==> src/hw/rtl/bps_pkg.sv <==
package bps_pkg;

    localparam int PACK_COUNT = 2;
    localparam int PIDX_W     = (PACK_COUNT > 1) ? $clog2(PACK_COUNT) : 1;
    localparam int CNT_W      = $clog2(PACK_COUNT + 1);

    localparam int MASK_W     = 2;
    localparam int MV_W       = 16;
    localparam int SOC_W      = 7;
    localparam int TEMP_W     = 8;
    localparam int SUM_W      = SOC_W + 1;
    localparam int CMP_W      = MV_W + 1;
    localparam int CFG_IDX_W  = 3;
    localparam int CFG_DATA_W = 16;

    localparam logic [CFG_IDX_W-1:0] REG_PACK_MASK     = 3'd0;
    localparam logic [CFG_IDX_W-1:0] REG_CELL_CRIT_MV  = 3'd1;
    localparam logic [CFG_IDX_W-1:0] REG_DCHG_STOP_MV  = 3'd2;
    localparam logic [CFG_IDX_W-1:0] REG_DCHG_STOP_SOC = 3'd3;
    localparam logic [CFG_IDX_W-1:0] REG_CHG_STOP_MV   = 3'd4;
    localparam logic [CFG_IDX_W-1:0] REG_HEAT_MIN_SOC  = 3'd5;
    localparam logic [CFG_IDX_W-1:0] REG_COLD_LIMIT    = 3'd6;
    localparam logic [CFG_IDX_W-1:0] REG_WARM_LIMIT    = 3'd7;

    localparam logic [MASK_W-1:0]        RST_PACK_MASK     = 2'd3;
    localparam logic [MV_W-1:0]          RST_CELL_CRIT_MV  = 16'd2850;
    localparam logic [MV_W-1:0]          RST_DCHG_STOP_MV  = 16'd3000;
    localparam logic [SOC_W-1:0]         RST_DCHG_STOP_SOC = 7'd20;
    localparam logic [MV_W-1:0]          RST_CHG_STOP_MV   = 16'd4100;
    localparam logic [SOC_W-1:0]         RST_HEAT_MIN_SOC  = 7'd25;
    localparam logic signed [TEMP_W-1:0] RST_COLD_LIMIT    = -8'sd5;
    localparam logic signed [TEMP_W-1:0] RST_WARM_LIMIT    = 8'sd5;

    localparam logic [SUM_W-1:0] NO_PACK_SOC = 8'd50;

    typedef enum logic [3:0] {
        ST_IDLE,
        ST_CELL_ONE,
        ST_CELL_TWO,
        ST_DCHG_MV,
        ST_DCHG_SOC,
        ST_CHG_MV,
        ST_STORE,
        ST_ROUND,
        ST_TEMP_COLD,
        ST_TEMP_WARM,
        ST_MEAN,
        ST_DECIDE,
        ST_OUT
    } bps_state_t;

endpackage

==> src/hw/rtl/battery_pack_supervisor_core.sv <==
// Battery pack supervisor.
// Input channel (s_valid/s_ready): one measurement record per pack. Result
// channel (m_valid/m_ready): one beat per record with the pack's charge and
// discharge disable bits, heater drive, critical-low flag and round marker.
// Config port: cfg_wr_en/cfg_index/cfg_wdata; the user writes it only while idle, not enforced.
// Every compare goes through one shared 17-bit signed comparator stepped by
// the sequencer, so a record takes one comparator slot per test:
//   - every record: cell one, cell two, discharge mV, discharge SoC and
//     charge mV tests, then a store step before its result
//   - the closing record, critical or forced off: a round step as well
//   - the closing record with a heater decision: round, a cold and a warm
//     compare per pack (die temperature if none enabled), mean, decide
// The block takes one record at a time; s_ready is high only when idle.
// The result sits in an output register; a stalled receiver holds the
// finished result and the next record can be accepted meanwhile, but that
// record waits in its final step until the register frees up.
// Reset (aresetn low, synchronous) restores register defaults, heater off,
// not heating, and clears the stored pack records.
module battery_pack_supervisor_core (
    input  logic                                aclk,
    input  logic                                aresetn,
    input  logic                                cfg_wr_en,
    input  logic [bps_pkg::CFG_IDX_W-1:0]       cfg_index,
    input  logic [bps_pkg::CFG_DATA_W-1:0]      cfg_wdata,
    input  logic                                s_valid,
    output logic                                s_ready,
    input  logic                                s_pack_index,
    input  logic                                s_data_valid,
    input  logic [bps_pkg::SOC_W-1:0]           s_state_of_charge,
    input  logic signed [bps_pkg::TEMP_W-1:0]   s_avg_temp_c,
    input  logic [bps_pkg::MV_W-1:0]            s_vcell_mv,
    input  logic [bps_pkg::MV_W-1:0]            s_cell_one_mv,
    input  logic [bps_pkg::MV_W-1:0]            s_cell_two_mv,
    input  logic signed [bps_pkg::TEMP_W-1:0]   s_die_temp_c,
    output logic                                m_valid,
    input  logic                                m_ready,
    output logic                                m_pack_id,
    output logic                                m_discharge_disable,
    output logic                                m_charge_disable,
    output logic                                m_heater_drive,
    output logic                                m_cell_crit,
    output logic                                m_round_done
);
    import bps_pkg::*;

    // configuration
    logic [MASK_W-1:0]        mask_reg;
    logic [MV_W-1:0]          cell_crit_mv_reg;
    logic [MV_W-1:0]          dchg_mv_reg;
    logic [SOC_W-1:0]         dchg_soc_reg;
    logic [MV_W-1:0]          chg_mv_reg;
    logic [SOC_W-1:0]         heat_soc_reg;
    logic signed [TEMP_W-1:0] cold_lim_reg;
    logic signed [TEMP_W-1:0] warm_lim_reg;

    // captured record
    logic                     idx_reg;
    logic                     valid_reg;
    logic [SOC_W-1:0]         soc_reg;
    logic signed [TEMP_W-1:0] temp_reg;
    logic [MV_W-1:0]          vcell_reg;
    logic [MV_W-1:0]          c1_reg;
    logic [MV_W-1:0]          c2_reg;
    logic signed [TEMP_W-1:0] die_reg;

    // per-pack store
    logic [SOC_W-1:0]         st_soc_reg   [PACK_COUNT];
    logic signed [TEMP_W-1:0] st_temp_reg  [PACK_COUNT];
    logic [PACK_COUNT-1:0]    st_valid_reg;
    logic [PACK_COUNT-1:0]    st_low_reg;

    // sequencer and working flags
    bps_state_t               state_reg, state_next;
    logic [PIDX_W-1:0]        p_reg, p_next;
    logic [SUM_W-1:0]         sum_reg, sum_next;
    logic                     low_reg, low_next;
    logic                     dchg_reg, dchg_next;
    logic                     chg_reg, chg_next;
    logic                     cold_reg, cold_next;
    logic                     warm_reg, warm_next;
    logic                     full_reg, full_next;
    logic                     crit_reg, crit_next;
    logic                     done_reg, done_next;
    logic                     heat_mode_reg, heat_mode_next;
    logic                     heater_reg, heater_next;

    // output register
    logic                     m_valid_reg, m_valid_next;
    logic                     o_pack_reg;
    logic                     o_dchg_reg;
    logic                     o_chg_reg;
    logic                     o_heat_reg;
    logic                     o_crit_reg;
    logic                     o_done_reg;
    logic                     o_load;

    // shared comparator
    logic signed [CMP_W-1:0]  cmp_a, cmp_b;
    logic                     cmp_lt;

    logic [PACK_COUNT+MASK_W-1:0] mask_ext;
    logic [PACK_COUNT-1:0]        en;
    logic [CNT_W-1:0]             usable;
    logic                         idx_ok;
    logic                         idx_last;
    logic [PACK_COUNT-1:0]        st_we;
    logic signed [TEMP_W-1:0]     cur_temp;
    logic [SUM_W-1:0]             total;
    logic                         s_accept;

    assign mask_ext = {{PACK_COUNT{1'b0}}, mask_reg};
    assign en       = mask_ext[PACK_COUNT-1:0];
    assign usable   = CNT_W'($countones(en));
    assign idx_ok   = 32'(idx_reg) < PACK_COUNT;
    assign idx_last = 32'(idx_reg) == PACK_COUNT - 1;
    assign cur_temp = (usable == '0) ? die_reg : st_temp_reg[p_reg];
    assign s_ready  = (state_reg == ST_IDLE);
    assign s_accept = s_valid && s_ready;
    assign o_load   = (state_reg == ST_OUT) && (!m_valid_reg || m_ready);

    always_comb begin
        if (usable == '0) begin
            total = NO_PACK_SOC;
        end else if (usable == CNT_W'(1)) begin
            total = sum_reg;
        end else begin
            total = sum_reg >> 1;
        end
    end

    always_comb begin
        for (int i = 0; i < PACK_COUNT; i++) begin
            st_we[i] = (state_reg == ST_STORE) && idx_ok && (32'(idx_reg) == i);
        end
    end

    always_comb begin
        cmp_a = '0;
        cmp_b = '0;
        unique case (state_reg)
            ST_CELL_ONE: begin
                cmp_a = $signed({1'b0, c1_reg});
                cmp_b = $signed({1'b0, cell_crit_mv_reg});
            end
            ST_CELL_TWO: begin
                cmp_a = $signed({1'b0, c2_reg});
                cmp_b = $signed({1'b0, cell_crit_mv_reg});
            end
            ST_DCHG_MV: begin
                cmp_a = $signed({1'b0, vcell_reg});
                cmp_b = $signed({1'b0, dchg_mv_reg});
            end
            ST_DCHG_SOC: begin
                cmp_a = $signed({{(CMP_W-SOC_W){1'b0}}, soc_reg});
                cmp_b = $signed({{(CMP_W-SOC_W){1'b0}}, dchg_soc_reg});
            end
            ST_CHG_MV: begin
                cmp_a = $signed({1'b0, chg_mv_reg});
                cmp_b = $signed({1'b0, vcell_reg});
            end
            ST_TEMP_COLD: begin
                cmp_a = CMP_W'(cur_temp);
                cmp_b = CMP_W'(cold_lim_reg);
            end
            ST_TEMP_WARM: begin
                cmp_a = CMP_W'(warm_lim_reg);
                cmp_b = CMP_W'(cur_temp);
            end
            ST_MEAN: begin
                cmp_a = $signed({{(CMP_W-SOC_W){1'b0}}, heat_soc_reg});
                cmp_b = $signed({{(CMP_W-SUM_W){1'b0}}, total});
            end
            default: begin
                cmp_a = '0;
                cmp_b = '0;
            end
        endcase
    end

    assign cmp_lt = cmp_a < cmp_b;

    always_ff @(posedge aclk) begin
        if (!aresetn) begin
            state_reg     <= ST_IDLE;
            p_reg         <= '0;
            sum_reg       <= '0;
            low_reg       <= 1'b0;
            dchg_reg      <= 1'b0;
            chg_reg       <= 1'b0;
            cold_reg      <= 1'b0;
            warm_reg      <= 1'b0;
            full_reg      <= 1'b0;
            crit_reg      <= 1'b0;
            done_reg      <= 1'b0;
            heat_mode_reg <= 1'b0;
            heater_reg    <= 1'b0;
            m_valid_reg   <= 1'b0;
        end else begin
            state_reg     <= state_next;
            p_reg         <= p_next;
            sum_reg       <= sum_next;
            low_reg       <= low_next;
            dchg_reg      <= dchg_next;
            chg_reg       <= chg_next;
            cold_reg      <= cold_next;
            warm_reg      <= warm_next;
            full_reg      <= full_next;
            crit_reg      <= crit_next;
            done_reg      <= done_next;
            heat_mode_reg <= heat_mode_next;
            heater_reg    <= heater_next;
            m_valid_reg   <= m_valid_next;
        end
    end

    always_comb begin
        state_next     = state_reg;
        p_next         = p_reg;
        sum_next       = sum_reg;
        low_next       = low_reg;
        dchg_next      = dchg_reg;
        chg_next       = chg_reg;
        cold_next      = cold_reg;
        warm_next      = warm_reg;
        full_next      = full_reg;
        crit_next      = crit_reg;
        done_next      = done_reg;
        heat_mode_next = heat_mode_reg;
        heater_next    = heater_reg;
        m_valid_next   = m_valid_reg;

        if (m_valid_reg && m_ready) begin
            m_valid_next = 1'b0;
        end

        unique case (state_reg)
            ST_IDLE: begin
                if (s_accept) begin
                    crit_next  = 1'b0;
                    done_next  = 1'b0;
                    state_next = ST_CELL_ONE;
                end
            end
            ST_CELL_ONE: begin
                low_next   = cmp_lt;
                state_next = ST_CELL_TWO;
            end
            ST_CELL_TWO: begin
                low_next   = low_reg || cmp_lt;
                state_next = ST_DCHG_MV;
            end
            ST_DCHG_MV: begin
                dchg_next  = cmp_lt;
                state_next = ST_DCHG_SOC;
            end
            ST_DCHG_SOC: begin
                dchg_next  = dchg_reg || cmp_lt;
                state_next = ST_CHG_MV;
            end
            ST_CHG_MV: begin
                chg_next   = cmp_lt;
                state_next = ST_STORE;
            end
            ST_STORE: begin
                state_next = (idx_ok && idx_last) ? ST_ROUND : ST_OUT;
            end
            ST_ROUND: begin
                done_next = 1'b1;
                p_next    = '0;
                sum_next  = '0;
                cold_next = 1'b0;
                warm_next = 1'b0;
                if (|(en & st_low_reg)) begin
                    crit_next  = 1'b1;
                    state_next = ST_OUT;
                end else if ((&en) && (|(en & ~st_valid_reg))) begin
                    heater_next = 1'b0;
                    state_next  = ST_OUT;
                end else begin
                    state_next = ST_TEMP_COLD;
                end
            end
            ST_TEMP_COLD: begin
                cold_next = cold_reg || cmp_lt;
                if (en[p_reg]) begin
                    sum_next = sum_reg + SUM_W'(st_soc_reg[p_reg]);
                end
                state_next = ST_TEMP_WARM;
            end
            ST_TEMP_WARM: begin
                warm_next = warm_reg || cmp_lt;
                if ((usable == '0) || (32'(p_reg) == PACK_COUNT - 1)) begin
                    state_next = ST_MEAN;
                end else begin
                    p_next     = p_reg + PIDX_W'(1);
                    state_next = ST_TEMP_COLD;
                end
            end
            ST_MEAN: begin
                // no usable pack: assumed charge always counts as enough
                full_next  = (usable == '0) || cmp_lt;
                state_next = ST_DECIDE;
            end
            ST_DECIDE: begin
                if (heat_mode_reg) begin
                    heater_next = 1'b1;
                    if (warm_reg || !full_reg) begin
                        heat_mode_next = 1'b0;
                    end
                end else begin
                    heater_next = 1'b0;
                    if (cold_reg && full_reg) begin
                        heat_mode_next = 1'b1;
                    end
                end
                state_next = ST_OUT;
            end
            ST_OUT: begin
                if (o_load) begin
                    m_valid_next = 1'b1;
                    state_next   = ST_IDLE;
                end
            end
            default: begin
                state_next = ST_IDLE;
            end
        endcase
    end

    // record capture
    always_ff @(posedge aclk) begin
        if (s_accept) begin
            idx_reg   <= s_pack_index;
            valid_reg <= s_data_valid;
            soc_reg   <= s_state_of_charge;
            temp_reg  <= s_avg_temp_c;
            vcell_reg <= s_vcell_mv;
            c1_reg    <= s_cell_one_mv;
            c2_reg    <= s_cell_two_mv;
            die_reg   <= s_die_temp_c;
        end
    end

    // pack store
    always_ff @(posedge aclk) begin
        if (!aresetn) begin
            st_valid_reg <= '0;
            st_low_reg   <= '0;
            for (int i = 0; i < PACK_COUNT; i++) begin
                st_soc_reg[i]  <= '0;
                st_temp_reg[i] <= '0;
            end
        end else begin
            for (int i = 0; i < PACK_COUNT; i++) begin
                if (st_we[i]) begin
                    st_soc_reg[i]   <= soc_reg;
                    st_temp_reg[i]  <= temp_reg;
                    st_valid_reg[i] <= valid_reg;
                    st_low_reg[i]   <= low_reg;
                end
            end
        end
    end

    // output beat
    always_ff @(posedge aclk) begin
        if (o_load) begin
            o_pack_reg <= idx_reg;
            o_dchg_reg <= !valid_reg || dchg_reg;
            o_chg_reg  <= !valid_reg || chg_reg;
            o_heat_reg <= heater_reg;
            o_crit_reg <= crit_reg;
            o_done_reg <= done_reg;
        end
    end

    // configuration registers
    always_ff @(posedge aclk) begin
        if (!aresetn) begin
            mask_reg         <= RST_PACK_MASK;
            cell_crit_mv_reg <= RST_CELL_CRIT_MV;
            dchg_mv_reg      <= RST_DCHG_STOP_MV;
            dchg_soc_reg     <= RST_DCHG_STOP_SOC;
            chg_mv_reg       <= RST_CHG_STOP_MV;
            heat_soc_reg     <= RST_HEAT_MIN_SOC;
            cold_lim_reg     <= RST_COLD_LIMIT;
            warm_lim_reg     <= RST_WARM_LIMIT;
        end else if (cfg_wr_en) begin
            unique case (cfg_index)
                REG_PACK_MASK:     mask_reg         <= cfg_wdata[MASK_W-1:0];
                REG_CELL_CRIT_MV:  cell_crit_mv_reg <= cfg_wdata[MV_W-1:0];
                REG_DCHG_STOP_MV:  dchg_mv_reg      <= cfg_wdata[MV_W-1:0];
                REG_DCHG_STOP_SOC: dchg_soc_reg     <= cfg_wdata[SOC_W-1:0];
                REG_CHG_STOP_MV:   chg_mv_reg       <= cfg_wdata[MV_W-1:0];
                REG_HEAT_MIN_SOC:  heat_soc_reg     <= cfg_wdata[SOC_W-1:0];
                REG_COLD_LIMIT:    cold_lim_reg     <= $signed(cfg_wdata[TEMP_W-1:0]);
                REG_WARM_LIMIT:    warm_lim_reg     <= $signed(cfg_wdata[TEMP_W-1:0]);
                default: begin
                end
            endcase
        end
    end

    assign m_valid             = m_valid_reg;
    assign m_pack_id           = o_pack_reg;
    assign m_discharge_disable = o_dchg_reg;
    assign m_charge_disable    = o_chg_reg;
    assign m_heater_drive      = o_heat_reg;
    assign m_cell_crit         = o_crit_reg;
    assign m_round_done        = o_done_reg;

endmodule
==> config.mk <==
export PLATFORM = sky130hd
export DESIGN_NAME = battery_pack_supervisor_core
export DESIGN_NICKNAME = d
export VERILOG_FILES = /design/src/hw/rtl/bps_pkg.sv /design/src/hw/rtl/battery_pack_supervisor_core.sv
export SDC_FILE = /design/constraint.sdc
export NUM_CORES = 1
export LEC_CHECK = 0
export BUFFER_PORTS_ARGS = -buffer_cell sky130_fd_sc_hd__buf_2
export CAP_MARGIN = 20
export CELL_PAD_IN_SITES_DETAIL_PLACEMENT = 0
export CELL_PAD_IN_SITES_GLOBAL_PLACEMENT = 1
export CORE_MARGIN = 4
export CORE_UTILIZATION = 40
export DETAILED_ROUTE_END_ITERATION = 6
export HOLD_SLACK_MARGIN = 0.05
export PLACE_DENSITY_LB_ADDON = 0.1
export SLEW_MARGIN = 20
export SYNTH_ARGS = -nofsm -noshare
export SYNTH_HDL_FRONTEND = slang
export SYNTH_SLANG_ARGS = --single-unit
export TNS_END_PERCENT = 50
==> constraint.sdc <==
create_clock -name aclk -period 8.75 [get_ports aclk]
set_input_delay 0.4375 -clock aclk [delete_from_list [all_inputs] [get_ports aclk]]
set_output_delay 0.4375 -clock aclk [all_outputs]
set_load 0.02 [all_outputs]
Yosys cells after proc, flatten, opt, wreduce, memory -nomap -nowiden
Memory sizes are Yosys's and may differ from the RTL's. A register that Yosys moved wholly into a read port is not among the register bits.
Cells that the tools add are included.
- $mul: 0
- eq/ne operators: 27
- shift operators: 0
- bitwise operators: 8
- div/mod/pow operators: 0
- mux-type cells: 51
- add/subtract/negate cells: 3
- reduce and logical (&&, ||, !) cells: 47
- $lt $le $gt $ge: 2
- operator list (cell ; number):
    17-bit one-hot mux with 8 select lines ; 1
    17-bit one-hot mux with 7 select lines ; 1
    4-bit one-hot mux with 13 select lines ; 1
    8-bit two-way mux ; 6
    2-bit AND reduction ; 13
    1-bit two-way mux ; 25
    4-bit == test, second input constant ; 5
    17-bit < comparator ; 1
    4-bit by 3-bit == test with 1-bit output, second input constant ; 4
    1-bit one-hot mux with 2 select lines ; 8
    8-bit one-hot mux with 2 select lines ; 1
    7-bit two-way mux ; 2
    3-bit == test, second input constant ; 4
    4-bit two-way mux ; 3
    2-bit != test, second input constant ; 6
    2-bit nonzero test ; 6
    1-bit logical OR ; 10
    8-bit by 7-bit adder with 8-bit output ; 1
    4-bit by 2-bit == test with 1-bit output, second input constant ; 2
    1-bit logical AND ; 7
    3-bit by 2-bit == test with 1-bit output, second input constant ; 2
    3-bit two-way mux ; 2
    3-bit AND reduction ; 2
    2-bit OR reduction ; 3
    other kinds (16) ; 22
- input bits: 97
- bits in writable memories: 30
- bits in latches: 0
- memories: 2
- register bits after elaboration: 187
- output and inout port bits: 8
- memory bits (read-only): 0
- memories (name ; depth ; bits a word ; rd ports ; clocked after Yosys merged registers in ; write ports ; RTL line ; RTL):
    st_temp_reg ; 2 ; 8 ; 1 ; 1 ; 2 ; battery_pack_supervisor_core.sv:68 ; logic signed [TEMP_W-1:0] st_temp_reg [PACK_COUNT];
    st_soc_reg ; 2 ; 7 ; 1 ; 1 ; 2 ; battery_pack_supervisor_core.sv:67 ; logic [SOC_W-1:0] st_soc_reg [PACK_COUNT];

Longest topological paths before layout
Gate-level depths: netlist of run 1.
- depth in word-level cells: 8
- mapped depth: 15
- gate-level depth less buffers: 14

Least setup slack after synthesis of run 1
Ideal clock, no wire load.
- path type: reg2reg
- from: register state_reg[0]
- to: register c1_reg[0], enable pin
- stages on the path, launching flop included: 6
- clock period less this slack: 3.468 ns
- path buffers: 2
- arrival time: 3.029 ns
- slack: 5.282 ns
- library setup time: 0.439 ns
- path through: dfxtp_1 > buf_4 > or2_2 > clkbuf_1 > nor2_1 > and2_1
- longest elaborated chain between the ends: 2
- RTL lines (item ; RTL line ; RTL):
    start, declared ; battery_pack_supervisor_core.sv:73 ; bps_state_t state_reg, state_next;
    start signal, assigned ; battery_pack_supervisor_core.sv:199 ; state_reg <= state_next;
    4-bit logical NOT ; battery_pack_supervisor_core.sv:117 ; assign s_ready = (state_reg == ST_IDLE);
    via s_ready ; battery_pack_supervisor_core.sv:26 ; output logic s_ready,
    1-bit logical AND ; battery_pack_supervisor_core.sv:118 ; assign s_accept = s_valid && s_ready;
    via s_accept ; battery_pack_supervisor_core.sv:109 ; logic s_accept;
    end signal, assigned ; battery_pack_supervisor_core.sv:338 ; c1_reg <= s_cell_one_mv;
    end, declared ; battery_pack_supervisor_core.sv:62 ; logic [MV_W-1:0] c1_reg;
The timed path passes the listed nets, and every way through them passes these cells.
A chain may end at the register's enable or synchronous reset.

Worst setup path in the final report of run 1
- from: register mask_reg[0] (netlist: en[0])
- to: register dchg_reg
- longest elaborated chain between the ends: 8
- elaborated cells on any way between the ends: 11
- classes of those cells: add/sub (1); order compare (1); eq/ne (1); mux (6); reduce/logical (2)
- RTL lines (item ; RTL line ; RTL):
    start, declared ; battery_pack_supervisor_core.sv:47 ; logic [MASK_W-1:0] mask_reg;
    start signal, assigned ; battery_pack_supervisor_core.sv:390 ; REG_PACK_MASK: mask_reg <= cfg_wdata[MASK_W-1:0];
    1-bit by 1-bit adder with 2-bit output (not written as such) (*) ; battery_pack_supervisor_core.sv:113 ; assign usable = CNT_W'($countones(en));
    2-bit by 1-bit == test with 1-bit output ; battery_pack_supervisor_core.sv:124 ; end else if (usable == CNT_W'(1)) begin
    8-bit two-way mux ; battery_pack_supervisor_core.sv:124 ;
    8-bit two-way mux ; battery_pack_supervisor_core.sv:122 ; if (usable == '0) begin
    17-bit one-hot mux with 7 select lines ; battery_pack_supervisor_core.sv:140 ; unique case (state_reg)
    17-bit < comparator (*) ; battery_pack_supervisor_core.sv:180 ; assign cmp_lt = cmp_a < cmp_b;
    1-bit logical OR ; battery_pack_supervisor_core.sv:257 ; dchg_next = dchg_reg || cmp_lt;
    1-bit one-hot mux with 2 select lines (*) ; battery_pack_supervisor_core.sv:236 ; unique case (state_reg)
    end signal, assigned ; battery_pack_supervisor_core.sv:203 ; dchg_reg <= dchg_next;
    end, declared ; battery_pack_supervisor_core.sv:77 ; logic dchg_reg, dchg_next;
Mark *: on every way between the ends. The rest lies on a longest branch, timed or not.

==> results of run 1 <==
## area by class of cell
type                    instances  area, sq um  share of cell area, %
clock inverters                10          179                   1.59
clock buffers                  36          717                   6.38
inverters                      14         52.6                  0.468
multi-input cells             651         3840                   34.2
well taps                     319          399                   3.55
repair buffers                113          588                   5.23
flip-flops and latches        218         5460                   48.6
## power breakdown
part           switching, mW  internal (mW)
sequential            0.0421           1.14
clock                  0.413          0.715
combinational          0.202          0.118
## cells by family (layout without fill, tap and decap cells)
logic type,Yosys count,count (layout),synth area share (%)
buffers and inverters,64,173,2.69
muxes,24,24,2.63
AOI/OAI and AO/OA,206,206,14.8
xor gates and xnor gates,6,6,0.552
DFF,218,218,57.3
adders and majority gates,27,27,3.62
and+or+nand+nor,388,388,18.5
## worst max-delay path, stage by stage (launching register included)
cell and delay, ns:
sky130_fd_sc_hd__dfxtp_1 0.32, sky130_fd_sc_hd__inv_1 0.15, sky130_fd_sc_hd__ha_1 0.62, sky130_fd_sc_hd__nor2_1 0.11, sky130_fd_sc_hd__a21oi_1 0.27, sky130_fd_sc_hd__nor2_1 0.09, sky130_fd_sc_hd__a21oi_1 0.66, sky130_fd_sc_hd__nand3_1 0.19
sky130_fd_sc_hd__ha_1 0.36, sky130_fd_sc_hd__a21oi_1 0.14, sky130_fd_sc_hd__o21ai_0 0.10, sky130_fd_sc_hd__a221o_1 0.39, sky130_fd_sc_hd__a2111o_1 0.39, sky130_fd_sc_hd__a21oi_1 0.35, sky130_fd_sc_hd__o32ai_2 0.15
## cell usage after synthesis (all sizes together) (4+ instances only)
| master | count | area [sq um] |
|---|---|---|
| nand3 | 53 | 265 |
| dfxtp | 109 | 2180 |
| buf | 15 | 71.3 |
| nand4 | 5 | 31.3 |
| nor3 | 7 | 35.0 |
| a22oi | 33 | 248 |
| o211ai | 10 | 75.1 |
| nand2b | 12 | 75.1 |
| nor2 | 58 | 225 |
| a21oi | 78 | 390 |
| a211o | 4 | 35.0 |
| o21ai | 14 | 70.1 |
| and2 | 17 | 106 |
| mux2i | 16 | 160 |
| xnor2 | 5 | 43.8 |
| a211oi | 5 | 42.5 |
| nor2b | 22 | 138 |
| a222oi | 15 | 150 |
| mux2 | 8 | 90.1 |
| ha | 26 | 325 |
| clkbuf | 35 | 133 |
| nand2 | 197 | 742 |
| a221oi | 6 | 52.6 |
| inv | 13 | 48.8 |
| a22o | 8 | 70.1 |
| edfxtp | 109 | 3270 |
## layer usage
| metal | share of wire (%) | wire, microns |
|---|---|---|
| met1 | 49 | 13300 |
| met2 | 45 | 12400 |
| met3 | 5.0 | 1370 |
| met4 | 1.2 | 327 |
| met5 | 0 | 0 |
## worst max-delay path by stage
stage	startpoint	endpoint	slack [ns]	depth (start not counted)
floorplan	state_reg[0]	c1_reg[0]	5.28	5
detailed placement	en[0]	dchg_reg	4.33	14
finish	en[0]	dchg_reg	4.30	14
global route	flip-flop	dchg_reg	3.90	13
CTS	flip-flop	dchg_reg	4.29	13
global placement	flip-flop	dchg_reg	4.45	13
## stage by stage
stage          hold slack, ns  total power [mW]  std cells
6_report               0.0902              2.64       1361
5_1_grt                0.0673              2.75       1361
4_1_cts                0.0719              2.66       1361
3_5_place_dp            0.422              1.53       1315
3_3_place_gp            0.420              1.53       1315
2_1_floorplan           0.402              1.40        933
==> results.sh, run 1 <==
export IMPL_outcome="finished with violations"
export IMPL_failed_checks="design-rule violations"
export IMPL_post_cts_resized=0
export IMPL_number_of_hold_slack_violations_in_the_final_timing_report=0
export IMPL_fmaxAchievable_mhz=225
export IMPL_postRouteAntennaNets=0
export IMPL_gr_usage_all_layers_pct=20.5
export IMPL_power_leakage_nw=4.26
export IMPL_cts_repair_timing_setup_buffer_count=0
export IMPL_timing_max_transition_violations_final=0
export IMPL_dieArea_sq_um=26400
export IMPL_end_of_the_worst_register_to_register_path="dchg_reg"
export IMPL_met3_usage_pct=2.61
export IMPL_hold_class="in2reg"
export IMPL_antenna_violations_before_repair=0
export IMPL_dpl_worst_slack_ns=4.33
export IMPL_cts_sink_count=218
export IMPL_clock_tree_htree_level_count=1
export IMPL_worst_path_max_fanout=20
export IMPL_netlist_area_sq_um=9530
export IMPL_cts_max_path_buffers=3
export IMPL_detail_route_vias_per_cell=5.42
export IMPL_fillCellCount=2213
export IMPL_path_clk_slew_ns=0.06
export IMPL_drc=1
export IMPL_fp_dieH_microns=162
export IMPL_die_w_microns=162
export IMPL_r2r_depth=14
export IMPL_worst_slew_pin_transition_ns=1.04
export IMPL_cts_buffers=25
export IMPL_synth_yosys_seq_area_share_pct=57.3
export IMPL_finalSetupViolCount=0
export IMPL_num_rows=56
export IMPL_data_arrival_time_at_the_worst_slack_endpoint_ns=4.81
export IMPL_slew_limit_headroom_pct=30.7
export IMPL_syn_warnings=0
export IMPL_setup_worst_path_end_class="flip-flop"
export IMPL_cts_tree="yes"
export IMPL_floorplan_core_area_sq_um=23500
export IMPL_vdd_drop_max_mv=0.122
export IMPL_synth_net_count=1057
export IMPL_gr_total_overflow=0
export IMPL_io_buffer_count=104
export IMPL_hold_end="soc_reg[2]"
export IMPL_dr_total_vias=7378
export IMPL_cts_hold_buf=0
export IMPL_detailed_place_area_sq_um=10300
export IMPL_worst_endpoint_required_ns=9.11
export IMPL_hold_depth=1
export IMPL_wire_per_inst_microns=20.2
export IMPL_busiest_layer="met2"
export IMPL_synth_area_per_cell_sq_um=10.2
export IMPL_finalWorstPathRequiredPeriod_ns=4.45
export IMPL_count_of_nets_after_finishing=1147
export IMPL_gpl_final_weighted_congestion=0.823
export IMPL_critPathKind="reg2reg"
export IMPL_synth_async_sr_flop_share_pct=0
export IMPL_final_common_cell="sky130_fd_sc_hd__nand2_1"
export IMPL_final_design_area_no_fill_sq_um=11200
export IMPL_most_common_layout_cells="sky130_fd_sc_hd__nand2_1, sky130_fd_sc_hd__dfxtp_1, sky130_fd_sc_hd__edfxtp_1"
export IMPL_regToRegStartpoint="en[0]"
export IMPL_via_count_of_the_first_global_routing_pass=7270
export IMPL_post_route_util_pct=47.9
export IMPL_dpl_hpwl_microns=18500
export IMPL_global_route_usage_met2_pct=32.2
export IMPL_holdCritStartpoint="s_state_of_charge[2]"
export IMPL_reg2reg_slack_ns=4.30
export IMPL_cell_chosen_for_the_clock_root="sky130_fd_sc_hd__clkbuf_16"
export IMPL_drt_first_iter_violations=608
export IMPL_fin_worst_skew_ns=0.0141
export IMPL_total_negative_slack_ns=0
export IMPL_grt_max_degree=75
export IMPL_n_antenna_cell=0
export IMPL_syn_to_final_growth_pct=17.9
export IMPL_yosys_register_bits=218
export IMPL_worst_setup_path_start_kind="flip-flop"
export IMPL_firstDrtPassIters=7
export IMPL_power_density_normalized_to_cell_area_nw_per_um2=235
export IMPL_initial_util_pct=40.6
export IMPL_met1_usage_pct=30.7
export IMPL_ys_flop_type="sky130_fd_sc_hd__edfxtp_1"
export IMPL_clkLatencyLatePin_ns=0.52
export IMPL_post_route_worst_setup_slack_ns=4.30
export IMPL_synth_enable_flop_cells=109
export IMPL_drive_gt1_share_pct=17.0
export IMPL_drv_cap=0
export IMPL_final_period_utilization_pct=50.8
export IMPL_yosys_cell_types_count=68
export IMPL_grt_first_pass_wirelength_microns=42200
export IMPL_top_ports=105
export IMPL_unrepaired_setup_endpoints_after_global_routing="false"
export IMPL_routed_wl_microns=27400
export IMPL_syn_inst_count=933
Note: power is estimated with default switching activity, not from simulation.
==> run 2, diff against run 1 <==
==> constraint.sdc (replaced) <==
create_clock -name aclk -period 4.6 [get_ports aclk]
set_input_delay 0.23 -clock aclk [delete_from_list [all_inputs] [get_ports aclk]]
set_output_delay 0.23 -clock aclk [all_outputs]
set_load 0.02 [all_outputs]
==> results.sh, run 2 (synthesis gave the netlist of run 1 again) <==
export IMPL_outcome="completed"
export IMPL_post_route_worst_setup_slack_ns=0.459
export IMPL_cts_buffers=25
export IMPL_critPathKind="reg2reg"
export IMPL_via_count_of_the_first_global_routing_pass=7637
export IMPL_antenna_violations_before_repair=0
export IMPL_dpl_cell_count=1327
export IMPL_design_power_total_mw=4.81
export IMPL_data_arrival_time_at_the_worst_slack_endpoint_ns=4.54
export IMPL_drc=0
export IMPL_final_design_area_no_fill_sq_um=12100
export IMPL_hold_class="in2reg"
export IMPL_fmaxAchievable_mhz=241
export IMPL_detail_route_vias_per_cell=5.29
export IMPL_cell_chosen_for_the_clock_root="sky130_fd_sc_hd__clkbuf_16"
export IMPL_dpl_hpwl_microns=19100
export IMPL_gpl_final_weighted_congestion=0.876
export IMPL_worst_endpoint_required_ns=5.00
export IMPL_initial_util_pct=40.6
export IMPL_grt_max_degree=75
export IMPL_post_cts_resized=0
export IMPL_finalWorstPathRequiredPeriod_ns=4.14
export IMPL_timing_max_transition_violations_final=0
export IMPL_firstDrtPassIters=5
export IMPL_cts_sink_count=218
export IMPL_detailed_place_area_sq_um=10400
export IMPL_vdd_drop_max_mv=0.287
export IMPL_most_common_layout_cells="sky130_fd_sc_hd__nand2_1, sky130_fd_sc_hd__dfxtp_1, sky130_fd_sc_hd__edfxtp_1"
export IMPL_worst_slew_pin_transition_ns=1.02
export IMPL_crit_slowest_cell="sky130_fd_sc_hd__nor2_1"
export IMPL_num_rows=56
export IMPL_n_antenna_cell=0
export IMPL_final_common_cell="sky130_fd_sc_hd__nand2_1"
export IMPL_die_w_microns=162
export IMPL_setup_worst_path_end_class="flip-flop"
export IMPL_clock_tree_htree_level_count=1
export IMPL_worst_setup_path_start_kind="flip-flop"
export IMPL_fp_dieH_microns=162
export IMPL_path_clk_slew_ns=0.06
export IMPL_gr_total_overflow=0
export IMPL_drive_gt1_share_pct=16.0
export IMPL_final_period_utilization_pct=90.0
export IMPL_number_of_standard_cells_in_the_layout_taps_in_and_fillers_out=1463
export IMPL_unrepaired_setup_endpoints_after_global_routing="false"
export IMPL_drv_cap=0
export IMPL_drt_first_iter_violations=762
export IMPL_cts_tree="yes"
export IMPL_fin_worst_skew_ns=0.0182
export IMPL_max_stage_delay_ns=0.79
export IMPL_routed_wl_microns=28400
export IMPL_grt_first_pass_wirelength_microns=44200
export IMPL_dieArea_sq_um=26400
export IMPL_cts_repair_timing_setup_buffer_count=0
export IMPL_power_leakage_nw=4.64
export IMPL_dr_total_vias=7734
export IMPL_number_of_hold_slack_violations_in_the_final_timing_report=0
export IMPL_top_ports=105
export IMPL_cp_cell_sequence="buf_4, nand2b_1, nor2_1, nand2_1, nor2_1, a2111oi_0, ha_1, a21oi_1, o21ai_0, a221o_1, a2111o_1, a21oi_1, o32ai_2"
export IMPL_count_of_nets_after_finishing=1249
export IMPL_floorplan_core_area_sq_um=23500
export IMPL_total_negative_slack_ns=0
export IMPL_slew_limit_headroom_pct=32.2
export IMPL_postRouteAntennaNets=0
export IMPL_finalSetupViolCount=0
export IMPL_cts_hold_buf=90
export IMPL_dpl_worst_slack_ns=0.527
export IMPL_holdWs_ns=0.0946
export IMPL_gr_usage_all_layers_pct=21.4
export IMPL_power_density_normalized_to_cell_area_nw_per_um2=397
export IMPL_worst_path_max_fanout=15
export IMPL_post_route_util_pct=51.5
export IMPL_clkLatencyLatePin_ns=0.53
export IMPL_io_buffer_count=104
export IMPL_cts_max_path_buffers=3
export IMPL_syn_to_final_growth_pct=26.9
export IMPL_wire_per_inst_microns=19.4
-- run 2: changes by cell type in the layout (fill, tap and decap cells not counted), sizes merged --
| cell | delta |
|---|---|
| clkinv | +2 |
| dlygate4sd3 | +90 |
| clkbuf | +3 |
| buf | +12 |
| bufinv | -5 |
-- run 2: where the power goes --
group / leakage [nW] / internal (mW) / switching (mW)
clock: 0.379 / 1.09 / 0.776
sequential: 1.94 / 2.18 / 0.0700
combinational: 2.32 / 0.288 / 0.406
total: 4.64 / 3.55 / 1.25
-- run 2: routing by layer --
layer / track usage, % / vias to the layer above / share of wire [%] / routed length (microns)
li1: - / 3781 / - / -
met1: 31.8 / 3666 / 48 / 13500
met2: 33.6 / 242 / 45 / 12700
met3: 2.71 / 45 / 5.4 / 1530
met4: 5.04 / 0 / 2.3 / 660
met5: 0 / - / 0 / 0
-- run 2: final timing paths --
path / depth (start not counted) / slack [ns] / to / start
max reg2reg: 13 / 0.46 / dchg_reg / state_reg[0]
max: 13 / 0.46 / dchg_reg / state_reg[0]
min: 4 / 0.09 / m_valid / m_ready
min reg2reg: 0 / 0.43 / m_round_done / done_reg
-- run 2: layout make-up --
class | count | area (sq um)
Clock buffer | 39 | 729
Clock inverter | 7 | 37.5
Fill cell | 2098 | 11400
Inverter | 14 | 52.6
Multi-Input combinational cell | 651 | 3840
Sequential cell | 218 | 5460
Tap cell | 319 | 399
Timing Repair Buffer | 215 | 1580
-- run 2: worst max-delay path, delay by kind of cell, from the launching register on --
kind / cells / cell delay [ns]
AO/OA/AOI/OAI: 7 / 1.66
adder cells (fa/ha/maj): 1 / 0.30
buffers and inverters: 1 / 0.20
flip-flops: 1 / 0.33
AND/OR/NAND/NOR: 4 / 1.52
